$ cat src/mcf_crc_pkg.sv
// Shared types, constants and CRC byte update for the motor command framer.
`default_nettype none

package mcf_crc_pkg;

  localparam int unsigned PAY_BYTES = 10;
  localparam int unsigned PAY_W     = 8 * PAY_BYTES;
  localparam int unsigned FRAME_LEN = 12;
  localparam int unsigned IDX_W     = 4;

  localparam logic [15:0]      CRC_INIT = 16'hFFFF;
  localparam logic [15:0]      CRC_POLY = 16'hA001;
  localparam logic [IDX_W-1:0] IDX_CRC_HI = IDX_W'(PAY_BYTES);
  localparam logic [IDX_W-1:0] IDX_LAST   = IDX_W'(FRAME_LEN - 1);

  typedef struct packed {
    logic [15:0] speed;
    logic        turn_direction;
    logic [15:0] angle;
    logic [15:0] run_time;
    logic [15:0] turn_count;
  } cmd_t;

  typedef struct packed {
    logic [7:0]       frame_byte;
    logic [IDX_W-1:0] byte_index;
    logic             last_byte;
  } res_t;

  // one pipeline slot: payload bytes still to send (next byte on top) and CRC so far
  typedef struct packed {
    logic             vld;
    logic [PAY_W-1:0] pay;
    logic [15:0]      crc;
  } pipe_t;

  // reflected CRC-16 update over one byte, LSB first
  function automatic logic [15:0] crc_add_byte(input logic [15:0] crc_in,
                                               input logic [7:0]  b);
    logic [15:0] c;
    c = crc_in ^ {8'h00, b};
    for (int k = 0; k < 8; k++) begin
      if (c[0]) begin
        c = (c >> 1) ^ CRC_POLY;
      end else begin
        c = c >> 1;
      end
    end
    return c;
  endfunction

endpackage

`default_nettype wire

$ cat src/mcf_crc_stage.sv
// One framer pipeline stage: folds the top payload byte into the CRC and shifts it out.
`default_nettype none

module mcf_crc_stage
  import mcf_crc_pkg::*;
(
  input  logic  clk,
  input  logic  rst_n,
  input  pipe_t stg_in,
  output pipe_t stg_out
);

  pipe_t stg_r;
  pipe_t stg_nxt;

  always_comb begin
    stg_nxt.vld = stg_in.vld;
    stg_nxt.pay = {stg_in.pay[PAY_W-9:0], 8'h00};
    stg_nxt.crc = crc_add_byte(stg_in.crc, stg_in.pay[PAY_W-1 -: 8]);
  end

  always_ff @(posedge clk) begin
    if (!rst_n) begin
      stg_r.vld <= 1'b0;
    end else begin
      stg_r.vld <= stg_nxt.vld;
    end
    stg_r.pay <= stg_nxt.pay;
    stg_r.crc <= stg_nxt.crc;
  end

  assign stg_out = stg_r;

endmodule

`default_nettype wire

$ cat src/motor_command_frame_crc16.sv
// Top level: motor command framer emitting a 12-byte frame with CRC-16/MODBUS trailer.
// Output: byte 0 of a frame reaches the result ports through the entry slot and the output
//   register after start is taken, then one byte per cycle through byte 11 (CRC low byte).
// Overlap: busy holds a new command back while any byte stage is valid; the next start is
//   taken at the edge that registers the CRC low byte of the previous frame.
// Reset: synchronous, active low; clears all valid bits and the result strobe.
// The receiver cannot stall, so once a command is taken its 12 words come out back to back.
`default_nettype none

module motor_command_frame_crc16
  import mcf_crc_pkg::*;
(
  input  logic clk,
  input  logic rst_n,
  input  logic start,
  output logic busy,
  input  cmd_t in_cmd,
  output logic out_strobe,
  output res_t out_res
);

  // stg[s] holds the command while byte s is due; stg[10] holds the finished CRC
  pipe_t stg [PAY_BYTES+1];

  pipe_t stg0_r;
  pipe_t stg0_nxt;
  logic  accept;

  // last slot only carries the CRC low byte
  logic       lo_vld_r;
  logic [7:0] lo_byte_r;

  logic out_strobe_r;
  logic out_strobe_nxt;
  res_t out_res_r;
  res_t out_res_nxt;

  logic [PAY_BYTES:0] stg_vld;

  // a new command may enter only when no frame is still ahead of its CRC low byte
  always_comb begin
    for (int s = 0; s <= PAY_BYTES; s++) begin
      stg_vld[s] = stg[s].vld;
    end
  end

  assign busy   = |stg_vld;
  assign accept = start && !busy;

  // entry slot: the direction bit goes out as the 16-bit word 0x0000/0x0001
  always_comb begin
    stg0_nxt.vld = accept;
    stg0_nxt.pay = {in_cmd.speed, 15'h0000, in_cmd.turn_direction,
                    in_cmd.angle, in_cmd.run_time, in_cmd.turn_count};
    stg0_nxt.crc = CRC_INIT;
  end

  always_ff @(posedge clk) begin
    if (!rst_n) begin
      stg0_r.vld <= 1'b0;
    end else begin
      stg0_r.vld <= stg0_nxt.vld;
    end
    if (accept) begin
      stg0_r.pay <= stg0_nxt.pay;
      stg0_r.crc <= stg0_nxt.crc;
    end
  end

  assign stg[0] = stg0_r;

  // ten byte stages, each folds one payload byte into the running CRC
  for (genvar g = 0; g < PAY_BYTES; g++) begin : g_stage
    mcf_crc_stage u_stage (
      .clk     (clk),
      .rst_n   (rst_n),
      .stg_in  (stg[g]),
      .stg_out (stg[g+1])
    );
  end

  always_ff @(posedge clk) begin
    if (!rst_n) begin
      lo_vld_r <= 1'b0;
    end else begin
      lo_vld_r <= stg[PAY_BYTES].vld;
    end
    lo_byte_r <= stg[PAY_BYTES].crc[7:0];
  end

  // At most one slot is valid at a time (busy holds a new command back until the last frame
  // has left the byte stages), so the result word is a plain select of whichever slot is live.
  always_comb begin
    out_strobe_nxt         = 1'b0;
    out_res_nxt.frame_byte = 8'h00;
    out_res_nxt.byte_index = '0;
    out_res_nxt.last_byte  = 1'b0;
    for (int s = 0; s < PAY_BYTES; s++) begin
      if (stg[s].vld) begin
        out_strobe_nxt         = 1'b1;
        out_res_nxt.frame_byte = stg[s].pay[PAY_W-1 -: 8];
        out_res_nxt.byte_index = IDX_W'(s);
      end
    end
    if (stg[PAY_BYTES].vld) begin
      out_strobe_nxt         = 1'b1;
      out_res_nxt.frame_byte = stg[PAY_BYTES].crc[15:8];   // CRC goes high byte first
      out_res_nxt.byte_index = IDX_CRC_HI;
    end
    if (lo_vld_r) begin
      out_strobe_nxt         = 1'b1;
      out_res_nxt.frame_byte = lo_byte_r;
      out_res_nxt.byte_index = IDX_LAST;
      out_res_nxt.last_byte  = 1'b1;
    end
  end

  always_ff @(posedge clk) begin
    if (!rst_n) begin
      out_strobe_r <= 1'b0;
    end else begin
      out_strobe_r <= out_strobe_nxt;
    end
    out_res_r <= out_res_nxt;
  end

  assign out_strobe = out_strobe_r;
  assign out_res    = out_res_r;

endmodule

`default_nettype wire

$ cat config.mk
export PLATFORM = sky130hd
export DESIGN_NAME = motor_command_frame_crc16
export DESIGN_NICKNAME = d
export VERILOG_FILES = /design/src/mcf_crc_pkg.sv /design/src/mcf_crc_stage.sv /design/src/motor_command_frame_crc16.sv
export SDC_FILE = /design/constraint.sdc
export NUM_CORES = 1
export LEC_CHECK = 0
export ABC_AREA = 1
export BUFFER_PORTS_ARGS = -buffer_cell sky130_fd_sc_hd__buf_2
export CORE_MARGIN = 8
export CORE_UTILIZATION = 59
export CTS_CLUSTER_DIAMETER = 120
export CTS_CLUSTER_SIZE = 24
export DETAILED_ROUTE_END_ITERATION = 12
export PLACE_DENSITY = 0.86
export SYNTH_ARGS = -nofsm -noshare
export SYNTH_HDL_FRONTEND = slang
export SYNTH_SLANG_ARGS = --single-unit
$ cat constraint.sdc
create_clock -name clk -period 5.75 [get_ports clk]
set_input_delay 0.2875 -clock clk [delete_from_list [all_inputs] [get_ports clk]]
set_output_delay 0.2875 -clock clk [all_outputs]
set_load 0.1 [all_outputs]
==> results of run 1 <==
-- registers in the layout, summed over array words and instances (netlist names) --
signal and count:
lo_vld_r 1, out_res 13, g_stage.u_stage.stg_out 488, out_strobe 1, stg 66, lo_byte_r 8
-- per-stage QoR --
stage | hold slack, ps | worst slack, ps | cells | utilization | cell area [µm²]
detailed placement | 312.1 | 3431 | 1666 | 0.6248 | 16650
floorplan | 309.6 | 315.8 | 1251 | - | 15840
CTS | 36.19 | 3365 | 1774 | 0.6791 | 18100
finish | 67.13 | 3360 | 1774 | 0.6791 | 18100
global placement | 309.9 | 3557 | 1666 | 0.6248 | 16650
global route | 64.66 | 3178 | 1774 | 0.6791 | 18100
-- metal layers --
metal	part of all wire	wire length [µm]
met1	0.41	11270
met2	0.51	13950
met3	0.060	1639
met4	0.023	633
met5	0	0
-- cell usage after synthesis, drive strengths merged --
cell and count:
a21boi 1, a21o 1, a21oi 13, a221oi 8, a22oi 8, a311oi 1
buf 3, clkbuf 6, clkinv 1, dfxtp 512, edfxtp 65, inv 93
nand2 291, nand2b 2, nand3 42, nand3b 4, nand4 1, nor2 31
nor3 1, nor3b 1, o211ai 11, o21ai 17, o31ai 1, or2 1
xnor2 67, xor2 67, xor3 2
-- logic make-up after synthesis --
family / share of synthesized area
AOI/OAI and AO/OA: 0.02489
and+or+nand+nor: 0.09813
buffers and inverters: 0.02465
DFF: 0.7705
xor gates and xnor gates: 0.08185
-- what timing repair did --
item                                    in CTS  in global routing
endpoints found under the setup margin       0                  0
endpoints found under the hold margin       65                  0
hold buffers                                65                  0
resized for setup                            0                  0
-- how the worst min path moves through the flow --
stage | start | endpoint | slack [ps] | cells after the start
floorplan | g_stage[0].u_stage.stg_out[9] | g_stage[1].u_stage.stg_out[1] | 310 | 0
global placement | g_stage[9].u_stage.stg_out[5] | lo_byte_r[5] | 310 | 0
detailed placement | g_stage[0].u_stage.stg_out[35] | g_stage[1].u_stage.stg_out[43] | 310 | 0
CTS | rst_n | lo_vld_r | 40 | 3
global route | rst_n | g_stage[1].u_stage.stg_out[96] | 60 | 3
finish | rst_n | lo_vld_r | 70 | 3
-- worst max-delay path, cell delays in order (launching register included) --
cell,delay (ps)
dfxtp_1,540
nor2_1,170
nand2_1,100
inv_1,50
nand4_1,190
buf_2,490
-- power breakdown --
part	total [mW]	internal (mW)	switching, mW
Clock	2.07	0.918	1.15
Sequential	5.21	4.85	0.361
Combinational	2.07	0.817	1.25
-- final cells by class --
class | count | share of cell area
well taps | 341 | 0.02358
flip-flops and latches | 577 | 0.6742
clock buffers | 41 | 0.04141
repair buffers | 148 | 0.05904
inverters | 94 | 0.01950
clock inverters | 2 | 0.002558
multi-input cells | 571 | 0.1797
==> impl_metrics.py, run 1 <==
metrics = {
    "global_route": {
        "grt_first_pass_wirelength_um": 43880,
        "track_usage": 0.1686,
        "grtUsageMet2": 0.3036,
        "grt_use_met1": 0.2029,
        "grt_overflow": 0,
        "gr-usage-met3": 0.03125,
        "grt_max_degree": 66,
        "grt_antenna_before_repair": 0,
        "grt-busiest-layer": "met2",
        "grt_pass1_vias": 8734,
    },
    "power": {
        "power_mw": 9.343,
        "ir_drop_mv": 0.2578,
        "cellLeakagePower_nw": 8.106,
        "cellPowerDensity_nw_per_um2": 516.3,
    },
    "sta": {
        "fin_tns_setup_ps": 0,
        "min_period_ps": 2390,
        "hold_violations": 0,
        "drv_slew": 0,
        "max_freq_mhz": 418.4,
        "post-route-period-util": 0.4157,
        "final.setup_skew_ps": 18.41,
        "worst_slew_pin_slew_ps": 880.8,
        "max_slew_margin": 0.4128,
        "setup_viol": 0,
        "grt_setup_unrepaired": "false",
    },
    "cells_and_area": {
        "area_growth_pct": 14.28,
        "final_net_count": 1488,
        "layout-drive-gt1-share": 0.1054,
        "final_cell_mix": "512 x dfxtp_1, 277 x nand2_1, 86 x inv_1, 82 x buf_2",
        "diodes": 0,
        "final_common_cell": "dfxtp_1",
        "fillers": 1778,
        "multi_input_area_um2": 3252,
        "regArea_um2": 12200,
    },
    "route": {
        "antenna_left": 0,
        "wl_per_cell_um": 15.49,
        "vias": 8494,
        "vias_per_cell": 4.788,
        "drc": 0,
        "first_pass_iters": 5,
        "routed_wl_um": 27490,
        "drt_first_iter_violations": 663,
    },
    "cts": {
        "root_buffer": "clkbuf_16",
        "tritoncts": "built",
        "post-cts-setup-buffers": 0,
        "cts.path.max_buffers": 3,
        "cts_buffers": 28,
        "clkLatencyLatePin_ps": 560,
        "clkTransAtPathRegs_ps": 90,
        "clock_sinks": 577,
        "cts.htree.levels": 1,
    },
    "placement": {
        "routabilityCongestion": 0.8884,
        "portBuffers": 82,
        "dp_hpwl_um": 18100,
    },
    "worst_setup_path": {
        "worst-setup-path-type": "reg2out",
        "regToRegSetupSlack_ps": 3410,
        "r2r-end": "stg[986]",
        "path_max_fanout": 11,
        "crit_start": "g_stage[6].u_stage.stg_out[96]",
        "endpoint_kind": "output pin",
        "start_kind": "flip-flop",
        "r2r_cells": 6,
        "r2r-start": "g_stage[6].u_stage.stg_out[96]",
        "endpoint": "busy",
        "arrival_ps": 2100,
        "crit_required_ps": 5460,
    },
    "synth": {
        "synth-seq-area-share": 0.7705,
        "syn_nets": 1319,
        "synth_area_leaders": "dfxtp_1 65%, edfxtp_1 12%, nand2_1 6.6%, xor2_1 3.5%, xnor2_1 3.4%",
        "yosys.area.top_type": "dfxtp_1",
        "synth-seq-cells": 577,
        "synth.yosys.warnings": 0,
        "yosysTopAreaCellShare": 0.6472,
        "synth_cell_types": 35,
        "syn_avg_cell_area_um2": 12.66,
        "syn-instance-count": 1251,
        "syn-cell-area_um2": 15840,
    },
    "hold_path": {
        "min_path_type": "in2reg",
    },
    "floorplan": {
        "ios": 83,
        "die_area_um2": 32340,
        "die_w_um": 179.8,
        "start_util": 0.5942,
        "die_h_um": 179.8,
        "rows": 60,
        "core_um2": 26650,
    },
    "flow_run": {
        "cap_violations": 0,
    },
    "run_status": {
        "outcome": "finished clean",
    },
}
No activity file was read; power rests on OpenSTA's default activity.
==> run 2, diff against run 1 <==
==> constraint.sdc (replaced) <==
create_clock -name clk -period 2.35 [get_ports clk]
set_input_delay 0.1175 -clock clk [delete_from_list [all_inputs] [get_ports clk]]
set_output_delay 0.1175 -clock clk [all_outputs]
set_load 0.1 [all_outputs]
==> impl_metrics.py, run 2 (synthesis results as in run 1) <==
metrics = {
    "run_status": {
        "outcome": "finished clean",
    },
    "worst_setup_path": {
        "worst-setup-path-type": "reg2out",
        "crit_path_max_incr_delay_ps": 590,
        "cp_num_cells": 5,
        "cp_cell_sequence": "nor2_4 > nand2_1 > inv_1 > nand4_1 > buf_2",
        "endpoint": "busy",
        "start_kind": "flip-flop",
        "path_delay_family": "flip-flops",
        "r2r-end": "stg[987]",
        "r2r-start": "g_stage[6].u_stage.stg_out[96]",
        "regToRegSetupSlack_ps": 430,
        "timing.critical_path.buf_inv": 2,
        "path_max_fanout": 11,
        "crit_start": "g_stage[6].u_stage.stg_out[96]",
        "crit_required_ps": 2230,
        "r2r_cells": 6,
        "slowest_stage": "dfxtp_1",
        "endpoint_kind": "output pin",
        "arrival_ps": 2040,
    },
    "placement": {
        "dp_hpwl_um": 18070,
        "placed_cells": 1666,
        "routabilityCongestion": 0.8523,
        "portBuffers": 82,
        "dp_slack_ps": 496.1,
    },
    "floorplan": {
        "rows": 60,
        "ios": 83,
        "die_area_um2": 32340,
        "die_h_um": 179.8,
        "core_um2": 26650,
        "start_util": 0.5942,
        "die_w_um": 179.8,
    },
    "sta": {
        "fin_tns_setup_ps": 0,
        "max_freq_mhz": 464.3,
        "grt_setup_unrepaired": "false",
        "final.setup_skew_ps": 19.69,
        "post-route-period-util": 0.9165,
        "worst_slew_pin_slew_ps": 570.8,
        "setup_slack_ps": 196.2,
        "setup_viol": 0,
        "min_period_ps": 2154,
        "drv_slew": 0,
        "hold_violations": 0,
        "max_slew_margin": 0.6181,
    },
    "global_route": {
        "grt_max_degree": 66,
        "grt_overflow": 0,
        "grt_first_pass_wirelength_um": 42660,
        "grt_pass1_vias": 8591,
        "grt_antenna_before_repair": 1,
        "track_usage": 0.1639,
    },
    "cts": {
        "cts.htree.levels": 1,
        "cts_buffers": 28,
        "tritoncts": "built",
        "clkTransAtPathRegs_ps": 90,
        "clkLatencyLatePin_ps": 560,
        "root_buffer": "clkbuf_16",
        "post-cts-setup-buffers": 0,
        "clock_sinks": 577,
        "cts.path.max_buffers": 3,
    },
    "cells_and_area": {
        "diodes": 0,
        "utilization": 0.6809,
        "final_common_cell": "dfxtp_1",
        "area_growth_pct": 14.59,
        "final_net_count": 1491,
        "largest_reg_flops": 488,
        "final_cell_mix": "512 x dfxtp_1, 277 x nand2_1, 86 x inv_1, 82 x buf_2, 68 x dlygate4sd3_1",
        "layout-drive-gt1-share": 0.1067,
        "final_cells": 1775,
    },
    "route": {
        "routed_wl_um": 27430,
        "antenna_left": 0,
        "wl_per_cell_um": 15.45,
        "drc": 0,
        "vias": 8556,
        "drt_first_iter_violations": 623,
        "vias_per_cell": 4.820,
        "first_pass_iters": 5,
    },
    "hold_path": {
        "min_path_type": "in2reg",
    },
    "power": {
        "ir_drop_mv": 0.8641,
        "cellLeakagePower_nw": 8.129,
        "cellPowerDensity_nw_per_um2": 1255,
    },
    "flow_run": {
        "cap_violations": 0,
    },
}
-- run 2: changes by cell type in the layout (fill, tap and decap cells not counted), sizes merged --
cell	delta
clkbuf	-2
dlygate4sd3	+3
-- run 2: repair_timing --
action / in CTS / in global routing
hold endpoints to repair: 78 / 0
hold buffers: 68 / 0
setup endpoints to repair: 0 / 0
resized for setup: 0 / 0
-- run 2: power by group --
| part | leakage (nW) | internal [mW] | switching, mW |
|---|---|---|---|
| registers | 4.93 | 11.9 | 0.853 |
| logic | 2.82 | 2.01 | 2.99 |
| clock network | 0.376 | 2.23 | 2.84 |
-- run 2: cell type report --
cell class	count	area [µm²]
Multi-Input combinational cell	571	3267
Fill cell	1741	8503
Clock buffer	39	742.0
Inverter	94	352.8
Timing Repair Buffer	151	1111
Tap cell	341	426.7
Sequential cell	577	12200
Clock inverter	2	46.29
-- run 2: routing by layer --
layer,GRT usage,up-vias,share of wire
met4,0.05869,2,0.032
li1,-,4246,-
met3,0.03327,68,0.054
met5,0,-,0.00047
met1,0.1958,4015,0.42
met2,0.2898,225,0.49
-- run 2: worst min path at each step --
stage	cells past startpoint	startpoint	end
final	2	in_cmd[17]	stg[1003]
after global placement	1	in_cmd[47]	stg[1033]
after CTS	2	in_cmd[20]	stg[1006]
after global routing	2	in_cmd[17]	stg[1003]
after floorplan	2	rst_n	g_stage[9].u_stage.stg_out[96]
after detailed placement	1	in_cmd[21]	stg[1007]
-- run 2: metrics by stage --
stage / total power [mW] / cell area (µm²) / hold WS, ps
after floorplan: 16.49 / 15890 / 215.1
after global placement: 17.34 / 16680 / 294.4
after detailed placement: 17.67 / 16680 / 295.6
after CTS: 22.82 / 18150 / 227.9
after global routing: 23.96 / 18150 / 222.8
final: 22.77 / 18150 / 253.6
